**config.mk**
```make
export PLATFORM = sky130hd
export DESIGN_NAME = edge_list_line_number_parser_flat
export DESIGN_NICKNAME = d
export VERILOG_FILES = /design/src/hw/rtl/elp_pkg.sv /design/src/hw/rtl/elp_if.sv /design/src/hw/rtl/edge_list_line_number_parser.sv /design/src/hw/rtl/elp_front.sv /design/src/hw/rtl/elp_back.sv /design/src/flat_wrapper.sv
export SDC_FILE = /design/constraint.sdc
export NUM_CORES = 1
export LEC_CHECK = 0
export ABC_AREA = 1
export BUFFER_PORTS_ARGS = -buffer_cell sky130_fd_sc_hd__buf_4
export CORE_MARGIN = 2
export CORE_UTILIZATION = 55
export DETAILED_ROUTE_END_ITERATION = 8
export PLACE_DENSITY = 0.88
export SYNTH_ARGS = -nofsm -noshare
export SYNTH_HDL_FRONTEND = slang
export SYNTH_SLANG_ARGS = --single-unit
```
**constraint.sdc**
```tcl
create_clock -name clk -period 7.4 [get_ports clk]
set_input_delay 1.48 -clock clk [delete_from_list [all_inputs] [get_ports clk]]
set_output_delay 1.48 -clock clk [all_outputs]
set_load 0.02 [all_outputs]
```
**src/hw/rtl/elp_pkg.sv**
```systemverilog
package elp_pkg;

  localparam int unsigned VALUES_KEPT = 3;
  localparam int unsigned KEPT_IDX_W = (VALUES_KEPT > 1) ? $clog2(VALUES_KEPT) : 1;
  localparam int unsigned THIRD_IDX = (VALUES_KEPT > 2) ? 2 : 0;

  localparam int unsigned VALUE_W = 64;
  localparam int unsigned COUNT_W = 8;
  localparam int unsigned PROD_W = VALUE_W + 4;
  localparam logic [COUNT_W-1:0] COUNT_MAX = '1;
  localparam logic [COUNT_W-1:0] RECORD_MIN = COUNT_W'(2);

  localparam int unsigned QUEUE_DEPTH = 2;
  localparam int unsigned QPTR_W = (QUEUE_DEPTH > 1) ? $clog2(QUEUE_DEPTH) : 1;
  localparam int unsigned QCNT_W = $clog2(QUEUE_DEPTH + 1);

  localparam logic [7:0] CHAR_TAB = 8'h09;
  localparam logic [7:0] CHAR_LF = 8'h0a;
  localparam logic [7:0] CHAR_CR = 8'h0d;
  localparam logic [7:0] CHAR_SPACE = 8'h20;
  localparam logic [7:0] CHAR_HASH = 8'h23;
  localparam logic [7:0] CHAR_PERCENT = 8'h25;
  localparam logic [7:0] CHAR_MINUS = 8'h2d;
  localparam logic [7:0] CHAR_ZERO = 8'h30;
  localparam logic [7:0] CHAR_NINE = 8'h39;

  typedef enum logic [1:0] {
    KIND_RECORD = 2'd0,
    KIND_END = 2'd1,
    KIND_OVERFLOW = 2'd2,
    KIND_NEGATIVE = 2'd3
  } kind_t;

  typedef enum logic [1:0] {
    PHASE_START,
    PHASE_DATA,
    PHASE_COMMENT
  } phase_t;

  typedef enum logic [2:0] {
    CLS_DIGIT,
    CLS_BLANK,
    CLS_EOL,
    CLS_COMMENT,
    CLS_MINUS,
    CLS_OTHER,
    CLS_EOI
  } cls_t;

  typedef struct packed {
    cls_t cls;
    logic [3:0] digit;
  } tok_t;

endpackage

```
**src/hw/rtl/elp_if.sv**
```systemverilog
interface elp_in_if;
  logic valid;
  logic ready;
  logic [7:0] byte_req;
  logic end_of_input;

  modport source (output valid, output byte_req, output end_of_input, input ready);
  modport sink (input valid, input byte_req, input end_of_input, output ready);
endinterface

interface elp_out_if;
  logic valid;
  logic ready;
  elp_pkg::kind_t kind;
  logic [elp_pkg::VALUE_W-1:0] first;
  logic [elp_pkg::VALUE_W-1:0] second;
  logic [elp_pkg::VALUE_W-1:0] third;
  logic [elp_pkg::COUNT_W-1:0] number_count;
  logic last;

  modport source (output valid, output kind, output first, output second, output third,
                  output number_count, output last, input ready);
  modport sink (input valid, input kind, input first, input second, input third,
                input number_count, input last, output ready);
endinterface

```
**src/hw/rtl/edge_list_line_number_parser.sv**
```systemverilog
// A byte is written into the front-end queue, then popped by the back end, which registers
// its result in the output register. Throughput: one byte per cycle while the queue has
// room and the output is taken; an end-of-input transaction that closes a pending data line
// gives the record, then the end result. The back end's per-byte multiply-by-ten and add is combinational.
// Reset (rst, synchronous, active high) empties the queue, returns the parser to line
// start with all values cleared and drops any result not yet taken.
module edge_list_line_number_parser (
  input  logic clk,
  input  logic rst,
  elp_in_if.sink rx,
  elp_out_if.source tx
);

  // Token handoff from the classifier front end to the parser back end.
  logic tok_valid;
  elp_pkg::tok_t tok;
  logic tok_pop;

  // Front end: classify each byte (digit, blank, end of line, comment mark, minus,
  // other, end of input) and hold it in a short queue so that input and output
  // stall independently.
  elp_front u_front (
    .clk       (clk),
    .rst       (rst),
    .rx        (rx),
    .tok_valid (tok_valid),
    .tok       (tok),
    .tok_pop   (tok_pop)
  );

  // Back end: advance the line state, accumulate digits, keep the first numbers of
  // the line, and load the output register. It pops a token whenever the output
  // register is empty or being drained, save an end-of-input token held for a record,
  // so a waiting result never blocks the queue for longer than the consumer holds it.
  elp_back u_back (
    .clk       (clk),
    .rst       (rst),
    .tok_valid (tok_valid),
    .tok       (tok),
    .tok_pop   (tok_pop),
    .tx        (tx)
  );

endmodule

```
**src/hw/rtl/elp_front.sv**
```systemverilog
module elp_front (
  input  logic clk,
  input  logic rst,
  elp_in_if.sink rx,
  output logic tok_valid,
  output elp_pkg::tok_t tok,
  input  logic tok_pop
);

  elp_pkg::tok_t queue [elp_pkg::QUEUE_DEPTH];
  logic [elp_pkg::QPTR_W-1:0] wr_ptr;
  logic [elp_pkg::QPTR_W-1:0] rd_ptr;
  logic [elp_pkg::QCNT_W-1:0] count;
  elp_pkg::tok_t in_tok;
  logic push;

  // Classify the byte.
  always_comb begin
    in_tok.digit = rx.byte_req[3:0];
    if (rx.end_of_input) begin
      in_tok.cls = elp_pkg::CLS_EOI;
    end else if (rx.byte_req >= elp_pkg::CHAR_ZERO && rx.byte_req <= elp_pkg::CHAR_NINE) begin
      in_tok.cls = elp_pkg::CLS_DIGIT;
    end else if (rx.byte_req == elp_pkg::CHAR_LF || rx.byte_req == elp_pkg::CHAR_CR) begin
      in_tok.cls = elp_pkg::CLS_EOL;
    end else if (rx.byte_req == elp_pkg::CHAR_SPACE || rx.byte_req == elp_pkg::CHAR_TAB) begin
      in_tok.cls = elp_pkg::CLS_BLANK;
    end else if (rx.byte_req == elp_pkg::CHAR_HASH || rx.byte_req == elp_pkg::CHAR_PERCENT) begin
      in_tok.cls = elp_pkg::CLS_COMMENT;
    end else if (rx.byte_req == elp_pkg::CHAR_MINUS) begin
      in_tok.cls = elp_pkg::CLS_MINUS;
    end else begin
      in_tok.cls = elp_pkg::CLS_OTHER;
    end
  end

  assign rx.ready = (count != elp_pkg::QCNT_W'(elp_pkg::QUEUE_DEPTH));
  assign push = rx.valid && rx.ready;
  assign tok_valid = (count != '0);
  assign tok = queue[rd_ptr];

  always_ff @(posedge clk) begin
    if (push) begin
      queue[wr_ptr] <= in_tok;
    end
  end

  always_ff @(posedge clk) begin
    if (rst) begin
      wr_ptr <= '0;
      rd_ptr <= '0;
      count <= '0;
    end else begin
      if (push) begin
        wr_ptr <= (wr_ptr == elp_pkg::QPTR_W'(elp_pkg::QUEUE_DEPTH - 1)) ? '0 : wr_ptr + 1'b1;
      end
      if (tok_pop) begin
        rd_ptr <= (rd_ptr == elp_pkg::QPTR_W'(elp_pkg::QUEUE_DEPTH - 1)) ? '0 : rd_ptr + 1'b1;
      end
      count <= count + elp_pkg::QCNT_W'(push) - elp_pkg::QCNT_W'(tok_pop);
    end
  end

endmodule

```
**src/hw/rtl/elp_back.sv**
```systemverilog
module elp_back (
  input  logic clk,
  input  logic rst,
  input  logic tok_valid,
  input  elp_pkg::tok_t tok,
  output logic tok_pop,
  elp_out_if.source tx
);

  localparam int unsigned VW = elp_pkg::VALUE_W;
  localparam int unsigned CW = elp_pkg::COUNT_W;
  localparam int unsigned NK = elp_pkg::VALUES_KEPT;

  elp_pkg::phase_t phase, phase_next;
  logic [VW-1:0] acc, acc_next;
  logic in_num, in_num_next;
  logic [CW-1:0] seen, seen_next;
  logic [VW-1:0] kept [NK];
  logic [VW-1:0] kept_next [NK];
  logic err, err_next;
  logic pend_end, pend_end_next;

  logic out_valid;
  elp_pkg::kind_t out_kind;
  logic [VW-1:0] out_first, out_second, out_third;
  logic [CW-1:0] out_count;
  logic out_last;

  logic [VW-1:0] closed_kept [NK];
  logic [CW-1:0] closed_seen;
  logic [elp_pkg::PROD_W-1:0] prod;
  logic out_free;
  logic emit, emit_vals, emit_last;
  elp_pkg::kind_t emit_kind;

  assign out_free = !out_valid || tx.ready;

  // Close the pending number without committing it.
  always_comb begin
    for (int i = 0; i < NK; i++) begin
      closed_kept[i] = (in_num && seen == CW'(i)) ? acc : kept[i];
    end
    closed_seen = (in_num && seen != elp_pkg::COUNT_MAX) ? seen + 1'b1 : seen;
    prod = ({4'b0, acc} << 3) + ({4'b0, acc} << 1) + elp_pkg::PROD_W'(tok.digit);
  end

  always_comb begin
    phase_next = phase;
    acc_next = acc;
    in_num_next = in_num;
    seen_next = seen;
    kept_next = kept;
    err_next = err;
    pend_end_next = pend_end;
    emit = 1'b0;
    emit_vals = 1'b0;
    emit_last = 1'b0;
    emit_kind = elp_pkg::KIND_END;
    tok_pop = 1'b0;

    if (tok_valid && out_free) begin
      tok_pop = 1'b1;
      if (tok.cls == elp_pkg::CLS_EOI) begin
        if (!err && phase == elp_pkg::PHASE_DATA && closed_seen >= elp_pkg::RECORD_MIN
            && !pend_end) begin
          // Hold the token: the end transaction follows once the output register is free.
          tok_pop = 1'b0;
          emit = 1'b1;
          emit_vals = 1'b1;
          emit_kind = elp_pkg::KIND_RECORD;
          pend_end_next = 1'b1;
        end else begin
          emit = 1'b1;
          emit_last = 1'b1;
          emit_kind = elp_pkg::KIND_END;
          phase_next = elp_pkg::PHASE_START;
          acc_next = '0;
          in_num_next = 1'b0;
          seen_next = '0;
          for (int i = 0; i < NK; i++) begin
            kept_next[i] = '0;
          end
          err_next = 1'b0;
          pend_end_next = 1'b0;
        end
      end else if (err) begin
        // Drop bytes after an error.
      end else if (phase == elp_pkg::PHASE_COMMENT) begin
        if (tok.cls == elp_pkg::CLS_EOL) begin
          phase_next = elp_pkg::PHASE_START;
        end
      end else if (phase == elp_pkg::PHASE_START &&
                   (tok.cls == elp_pkg::CLS_EOL || tok.cls == elp_pkg::CLS_BLANK)) begin
        // Skip leading whitespace.
      end else if (phase == elp_pkg::PHASE_START && tok.cls == elp_pkg::CLS_COMMENT) begin
        phase_next = elp_pkg::PHASE_COMMENT;
      end else begin
        phase_next = elp_pkg::PHASE_DATA;
        if (tok.cls == elp_pkg::CLS_DIGIT) begin
          if (prod[elp_pkg::PROD_W-1:VW] != '0) begin
            err_next = 1'b1;
            emit = 1'b1;
            emit_last = 1'b1;
            emit_kind = elp_pkg::KIND_OVERFLOW;
          end else begin
            acc_next = prod[VW-1:0];
            in_num_next = 1'b1;
          end
        end else begin
          kept_next = closed_kept;
          seen_next = closed_seen;
          acc_next = '0;
          in_num_next = 1'b0;
          if (tok.cls == elp_pkg::CLS_MINUS) begin
            err_next = 1'b1;
            emit = 1'b1;
            emit_last = 1'b1;
            emit_kind = elp_pkg::KIND_NEGATIVE;
          end else if (tok.cls == elp_pkg::CLS_EOL) begin
            if (closed_seen >= elp_pkg::RECORD_MIN) begin
              emit = 1'b1;
              emit_vals = 1'b1;
              emit_last = 1'b1;
              emit_kind = elp_pkg::KIND_RECORD;
            end
            seen_next = '0;
            for (int i = 0; i < NK; i++) begin
              kept_next[i] = '0;
            end
            phase_next = elp_pkg::PHASE_START;
          end
        end
      end
    end
  end

  always_ff @(posedge clk) begin
    if (rst) begin
      phase <= elp_pkg::PHASE_START;
      acc <= '0;
      in_num <= 1'b0;
      seen <= '0;
      for (int i = 0; i < NK; i++) begin
        kept[i] <= '0;
      end
      err <= 1'b0;
      pend_end <= 1'b0;
    end else begin
      phase <= phase_next;
      acc <= acc_next;
      in_num <= in_num_next;
      seen <= seen_next;
      kept <= kept_next;
      err <= err_next;
      pend_end <= pend_end_next;
    end
  end

  always_ff @(posedge clk) begin
    if (rst) begin
      out_valid <= 1'b0;
    end else if (emit) begin
      out_valid <= 1'b1;
    end else if (tx.ready) begin
      out_valid <= 1'b0;
    end
  end

  always_ff @(posedge clk) begin
    if (emit) begin
      out_kind <= emit_kind;
      out_last <= emit_last;
      out_first <= emit_vals ? closed_kept[0] : '0;
      out_second <= emit_vals ? closed_kept[1] : '0;
      out_third <= (emit_vals && NK > 2) ? closed_kept[elp_pkg::THIRD_IDX] : '0;
      out_count <= emit_vals ? closed_seen : '0;
    end
  end

  assign tx.valid = out_valid;
  assign tx.kind = out_kind;
  assign tx.first = out_first;
  assign tx.second = out_second;
  assign tx.third = out_third;
  assign tx.number_count = out_count;
  assign tx.last = out_last;

endmodule
```
**src/flat_wrapper.sv**
```systemverilog
// flat-port wrapper written by rule: the top's interface ports become plain ports
module edge_list_line_number_parser_flat 
  (clk, rst, rx_valid, rx_byte_req, rx_end_of_input, rx_ready, tx_valid, tx_kind, tx_first, tx_second, tx_third, tx_number_count, tx_last, tx_ready);
  elp_in_if rx_i ();
  elp_out_if tx_i ();
  input  logic clk;
  input  logic rst;
  input wire logic [$bits(rx_i.valid)-1:0] rx_valid;
  input wire logic [$bits(rx_i.byte_req)-1:0] rx_byte_req;
  input wire logic [$bits(rx_i.end_of_input)-1:0] rx_end_of_input;
  output wire logic [$bits(rx_i.ready)-1:0] rx_ready;
  output wire logic [$bits(tx_i.valid)-1:0] tx_valid;
  output wire logic [$bits(tx_i.kind)-1:0] tx_kind;
  output wire logic [$bits(tx_i.first)-1:0] tx_first;
  output wire logic [$bits(tx_i.second)-1:0] tx_second;
  output wire logic [$bits(tx_i.third)-1:0] tx_third;
  output wire logic [$bits(tx_i.number_count)-1:0] tx_number_count;
  output wire logic [$bits(tx_i.last)-1:0] tx_last;
  input wire logic [$bits(tx_i.ready)-1:0] tx_ready;
  assign rx_i.valid = rx_valid;
  assign rx_i.byte_req = rx_byte_req;
  assign rx_i.end_of_input = rx_end_of_input;
  assign rx_ready = rx_i.ready;
  assign tx_valid = tx_i.valid;
  assign tx_kind = tx_i.kind;
  assign tx_first = tx_i.first;
  assign tx_second = tx_i.second;
  assign tx_third = tx_i.third;
  assign tx_number_count = tx_i.number_count;
  assign tx_last = tx_i.last;
  assign tx_i.ready = tx_ready;
  edge_list_line_number_parser u_core (.clk(clk), .rst(rst), .rx(rx_i), .tx(tx_i));
endmodule
```
==> After elaboration in Yosys (flattened, before gate mapping) <==
Memories as Yosys holds them, arrays and structs flattened. A register that Yosys moved wholly into a read port is not among the register bits.
Index checks and enable logic that the tools add are counted.
{ "totals": {"n_memories": 1, "ff_bits": 477, "mem_bits_rw": 14, "word_cells": 192} }
{ "mem_list": {"columns": ["name", "depth", "word_bits", "read_ports", "rd_ports_with_merged_regs", "wr", "line", "rtl"], "rows": [
  ["u_core.u_front.queue", 2, 7, 1, 1, 1, "elp_front.sv:10", "elp_pkg::tok_t queue [elp_pkg::QUEUE_DEPTH];"]
]} }
{ "op_classes": {"magnitude_cmp": 3, "eq_ne": 27, "reduce_logical": 31, "n_mux": 104, "add_sub_neg": 7} }
{ "ops": {"columns": ["operator", "count"], "rows": [
  ["$mux W192", 9],
  ["$mux W64", 11],
  ["$mux W8", 10],
  ["$add A67 B65 Y68", 1],
  ["$add A68 B4 Y68", 1],
  ["$mux W1", 54],
  ["$eq A8 B6 Y1 const B", 4],
  ["$mux W2", 15],
  ["$eq A8 B4 Y1 const B", 3],
  ["$mux W3", 5],
  ["$reduce_and A7 Y1", 2],
  ["$logic_and A1 B1 Y1", 12],
  ["$ne A2 B2 Y1 const B", 6],
  ["$add A8 B1 Y8 const B", 1],
  ["$eq A8 B1 Y1 const B", 1],
  ["$eq A8 B2 Y1 const B", 1],
  ["$ge A8 B2 Y1 const B", 1],
  ["$ge A8 B6 Y1 const B", 1],
  ["$le A8 B6 Y1 const B", 1],
  ["$logic_not A8 Y1", 1],
  ["$ne A8 B8 Y1 const B", 1],
  ["$eq A3 B2 Y1 const B", 2],
  ["$eq A3 B3 Y1 const B", 2],
  ["$ne A3 B3 Y1 const B", 2],
  ["other kinds (16)", 25]
]} }

==> Depth between registers and ports, before layout <==
{ "logic_depth": {"ltp_word": 15, "ltp_mapped": 26} }

==> By module <==
From an unflattened synthesis, not the netlist that was laid out.
{ "hier_totals": {"cells_unflattened": 3650, "area_unflattened_um2": 27048.4} }
{ "by_module_without_submodules": {"columns": ["module", "area_each_um2", "instances", "cells_per_inst", "seq_area_each_um2"], "rows": [
  ["elp_back", 26122.6, 1, 3551, 11501.0],
  ["elp_front", 925.9, 1, 99, 520.5]
]} }

==> Least setup slack after synthesis <==
No wires, ideal clock.
{ "synth_timing": {"path_type": "register to register", "startpoint": "reg with a tool-made name", "endpoint": "reg u_core.u_back.out_first[0] (netlist: u_core.u_back.tx.first[0]) (enable)", "path_buffers": 1, "t_arrival_ns": 6.143, "stages_incl_launch_ff": 23, "setup_slack_ns": -0.368, "synth_period_minus_slack_ns": 7.768, "path_cell_list": "dfxtp_1 buf_4 mux2_2 ha_1 ha_1 inv_1 fa_1 inv_1 nand2_1 nand2_1 nand3_1 nand2_1 nand2_1 nand2_1 nand2_1 nand2_2 nand2_1 nand3_1 nand2_1 nor2_2 nand3_1 nand2_1 nand2_1"} }
{ "synth_rtl": {"columns": ["item", "line", "rtl"], "rows": [
  ["end signal: assignment", "elp_back.sv:173", "out_first <= emit_vals ? closed_kept[0] : '0;"],
  ["end: declaration", "elp_back.sv:25", "logic [VW-1:0] out_first, out_second, out_third;"]
]} }

==> reports/metrics.yaml <==
area_growth_pct: 10.58
slew_violations: 0
yosys_register_bits: 492
grt_pass1_vias: 22912
critPathMaxFanout: 120
synthAdderAreaFrac: 0.06186
vias_per_cell: 5.548
clock_latency_ns: 0.58
dieHeight_um: 227.8
whs_path_depth: 2
multi_input_area_um2: 12630
ys_seq_area_frac: 0.4364
cts-hold-fix-buffers: 0
core_um2: 49760
ios: 218
grt_usage: 0.2764
p_per_area_nw_per_um2: 331.5
register_area_um2: 12020
fp.dieW_um: 227.8
yosys.area.top_type: "edfxtp_1"
ir_worst_vdd_mv: 0.5277
slew_headroom: 0.2241
numCtsBuffers: 47
yosysTopAreaCellShare: 0.2366
grt_max_degree: 237
htreeDepth: 2
routed_wl_um: 73160
required_ns: 7.63
row_count: 82
max_cap_viol_count: 0
clock-sinks: 492
gp_congestion: 1.019
skew_ns: 0.01369
hold_class: "reg2reg"
cp-start-kind: "flop"
p_leak_nw: 13.81
synth_edf_count: 217
setup_viol: 0
worst_pin_slew_ns: 1.164
fmax_ghz: 0.1943
synth-main-ff-cell: "dfxtp_1"
yosys.area_share.simple: 0.2297
outcome: "complete, no violations"
initial_core_util: 0.5536
postCtsResizedCells: 0
layout_common_cells: "nand2_1, nor2_1, inv_1"
synthCells: 3686
antenna_found_initial: 2
timing.final.crit_share: 0.6956
endpoint_kind: "flop"
async_flop_share: 0
synth_top_family_by_area: "simple AND/OR/NAND/NOR gates"
ant_nets: 0
synthDistinctLibCells: 44
netlist_area_um2: 27550
grt_setup_unrepaired: "no"
synth_nets: 3834
period_needed_ns: 5.148
mostFrequentLayoutCell: "nand2_1"
fill_cells: 4241
die_area_um2: 51890
synth_xor_area_frac: 0.01335
cts_root_buffer: "clkbuf_16"
post-route-util: 0.6122
drcViolationCount: 0
reg2reg_depth: 23
cts_setup_buffers: 0
cts_buffer_depth: 3
grt.overflow.total: 0
arrival_ns: 5.38
yosysWarnings: 0
synth_top_cells_by_area: "edfxtp_1, dfxtp_1, nand2_1"
hpwlAfterDp_um: 50360
wl_per_cell_um: 16.32
report.final.hold_viol_count: 0
numPortBuffers: 217
tritoncts: "yes"
syn_area_per_cell_um2: 7.473
grt_pass1_wl_um: 118700
drt_iter0_markers: 2797
drive_gt1_frac: 0.09029
setup_tns_ns: 0
firstDrtPassIters: 6
vias: 24873
path_clk_slew_ns: 0.06
synthMuxAreaShare: 0.001544
synth_compound_area_frac: 0.1500
critical_path_class: "reg2reg"
fin_nets: 3922
## cell usage after synthesis (22+ instances only)
| library cell | instances |
|---|---|
| nor3_1 | 22 |
| ha_1 | 133 |
| edfxtp_1 | 217 |
| nand3_1 | 194 |
| buf_6 | 59 |
| inv_1 | 445 |
| nor2_1 | 608 |
| o21ai_0 | 242 |
| clkbuf_1 | 99 |
| dfxtp_1 | 275 |
| a21oi_1 | 355 |
| buf_2 | 27 |
| xnor2_1 | 27 |
| nand2_1 | 671 |
| o21ai_1 | 187 |
## area by class of cell
class                           count  share of cell area
Timing Repair Buffer              235             0.05915
Clock buffer                       68             0.04251
Sequential cell                   492              0.3946
Multi-Input combinational cell   2547              0.4147
Tap cell                          672             0.02760
Inverter                          451             0.05582
Antenna cell                        1          0.00008215
Clock inverter                     17            0.005463
## per-layer routing
| metal | vias to the layer above | track usage | share of wire |
|---|---|---|---|
| met4 | 4 | 0.08265 | 0.026 |
| met1 | 11579 | 0.3718 | 0.42 |
| li1 | 12188 | - | - |
| met2 | 974 | 0.4656 | 0.48 |
| met5 | - | 0 | 0.00048 |
| met3 | 128 | 0.03663 | 0.069 |
## final timing paths
check	startpoint	to	slack [ns]
max	flop	u_core.u_back.tx.third[15]$_SDFFCE_PN0P_	2.25
min	u_core.u_back.kept[40]$_SDFFE_PP0P_	u_core.u_back.kept[40]$_SDFFE_PP0P_	0.45
max reg2reg	flop	u_core.u_back.tx.third[15]$_SDFFCE_PN0P_	2.25
min reg2reg	u_core.u_back.kept[40]$_SDFFE_PP0P_	u_core.u_back.kept[40]$_SDFFE_PP0P_	0.45
## sequential cells by signal, indices dropped and copies added (netlist names), 8 cells and up, named ones only
name and cells:
u_core.u_back.kept 192, u_core.u_back.acc 64, u_core.u_back.tx.first 64, u_core.u_back.tx.second 64, u_core.u_back.tx.third 64, u_core.u_front.queue 14
u_core.u_back.seen 8, u_core.u_back.tx.number_count 8
## kinds of logic after synthesis
group                      Yosys count
and+or+nand+nor                   1555
AOI/OAI and AO/OA                  811
buffers and inverters              647
DFF                                492
adders and majority gates          135
xor gates and xnor gates            42
muxes                                4
## metrics by stage
| stage | worst slack [ns] | instances | power (mW) | instance area [um^2] | hold WS [ns] |
|---|---|---|---|---|---|
| 2_1_floorplan | 1.705 | 3686 | 7.089 | 27550 | 0.4258 |
| 4_1_cts | 2.289 | 4482 | 10.10 | 30460 | 0.4526 |
| 5_1_grt | 1.851 | 4482 | 10.66 | 30460 | 0.4645 |
| 3_3_place_gp | 2.418 | 4397 | 7.624 | 29000 | 0.4388 |
| 3_5_place_dp | 2.313 | 4397 | 7.755 | 29000 | 0.4432 |
| 6_report | 2.252 | 4483 | 10.10 | 30460 | 0.4520 |
## where the power goes
| part | total, mW | internal (mW) | switching, mW | leakage, nW |
|---|---|---|---|---|
| clock network | 2.33 | 1.32 | 1.01 | 0.705 |
| logic | 3.81 | 1.13 | 2.68 | 8.80 |
| registers | 3.95 | 3.70 | 0.253 | 4.31 |
## worst max-delay path, stage by stage, from the launching register on
cell and delay, ns:
dfxtp_1 0.58, mux2_2 0.39, ha_1 0.28, ha_1 0.22, inv_1 0.08, fa_1 0.38
inv_1 0.06, nand2_1 0.06, nand2_1 0.11, nand3_1 0.08, nand2_1 0.13, nand2_1 0.07
nand2_1 0.14, nand2_1 0.08, nand2_2 0.11, nand2_1 0.10, nand2_1 0.08, nand2_1 0.05
nand2_1 0.07, nor2_2 0.05, nand3_1 0.11, nand2_1 0.18, nand2_8 0.63, buf_4 0.51
Note: power is estimated with default switching activity, not from simulation.
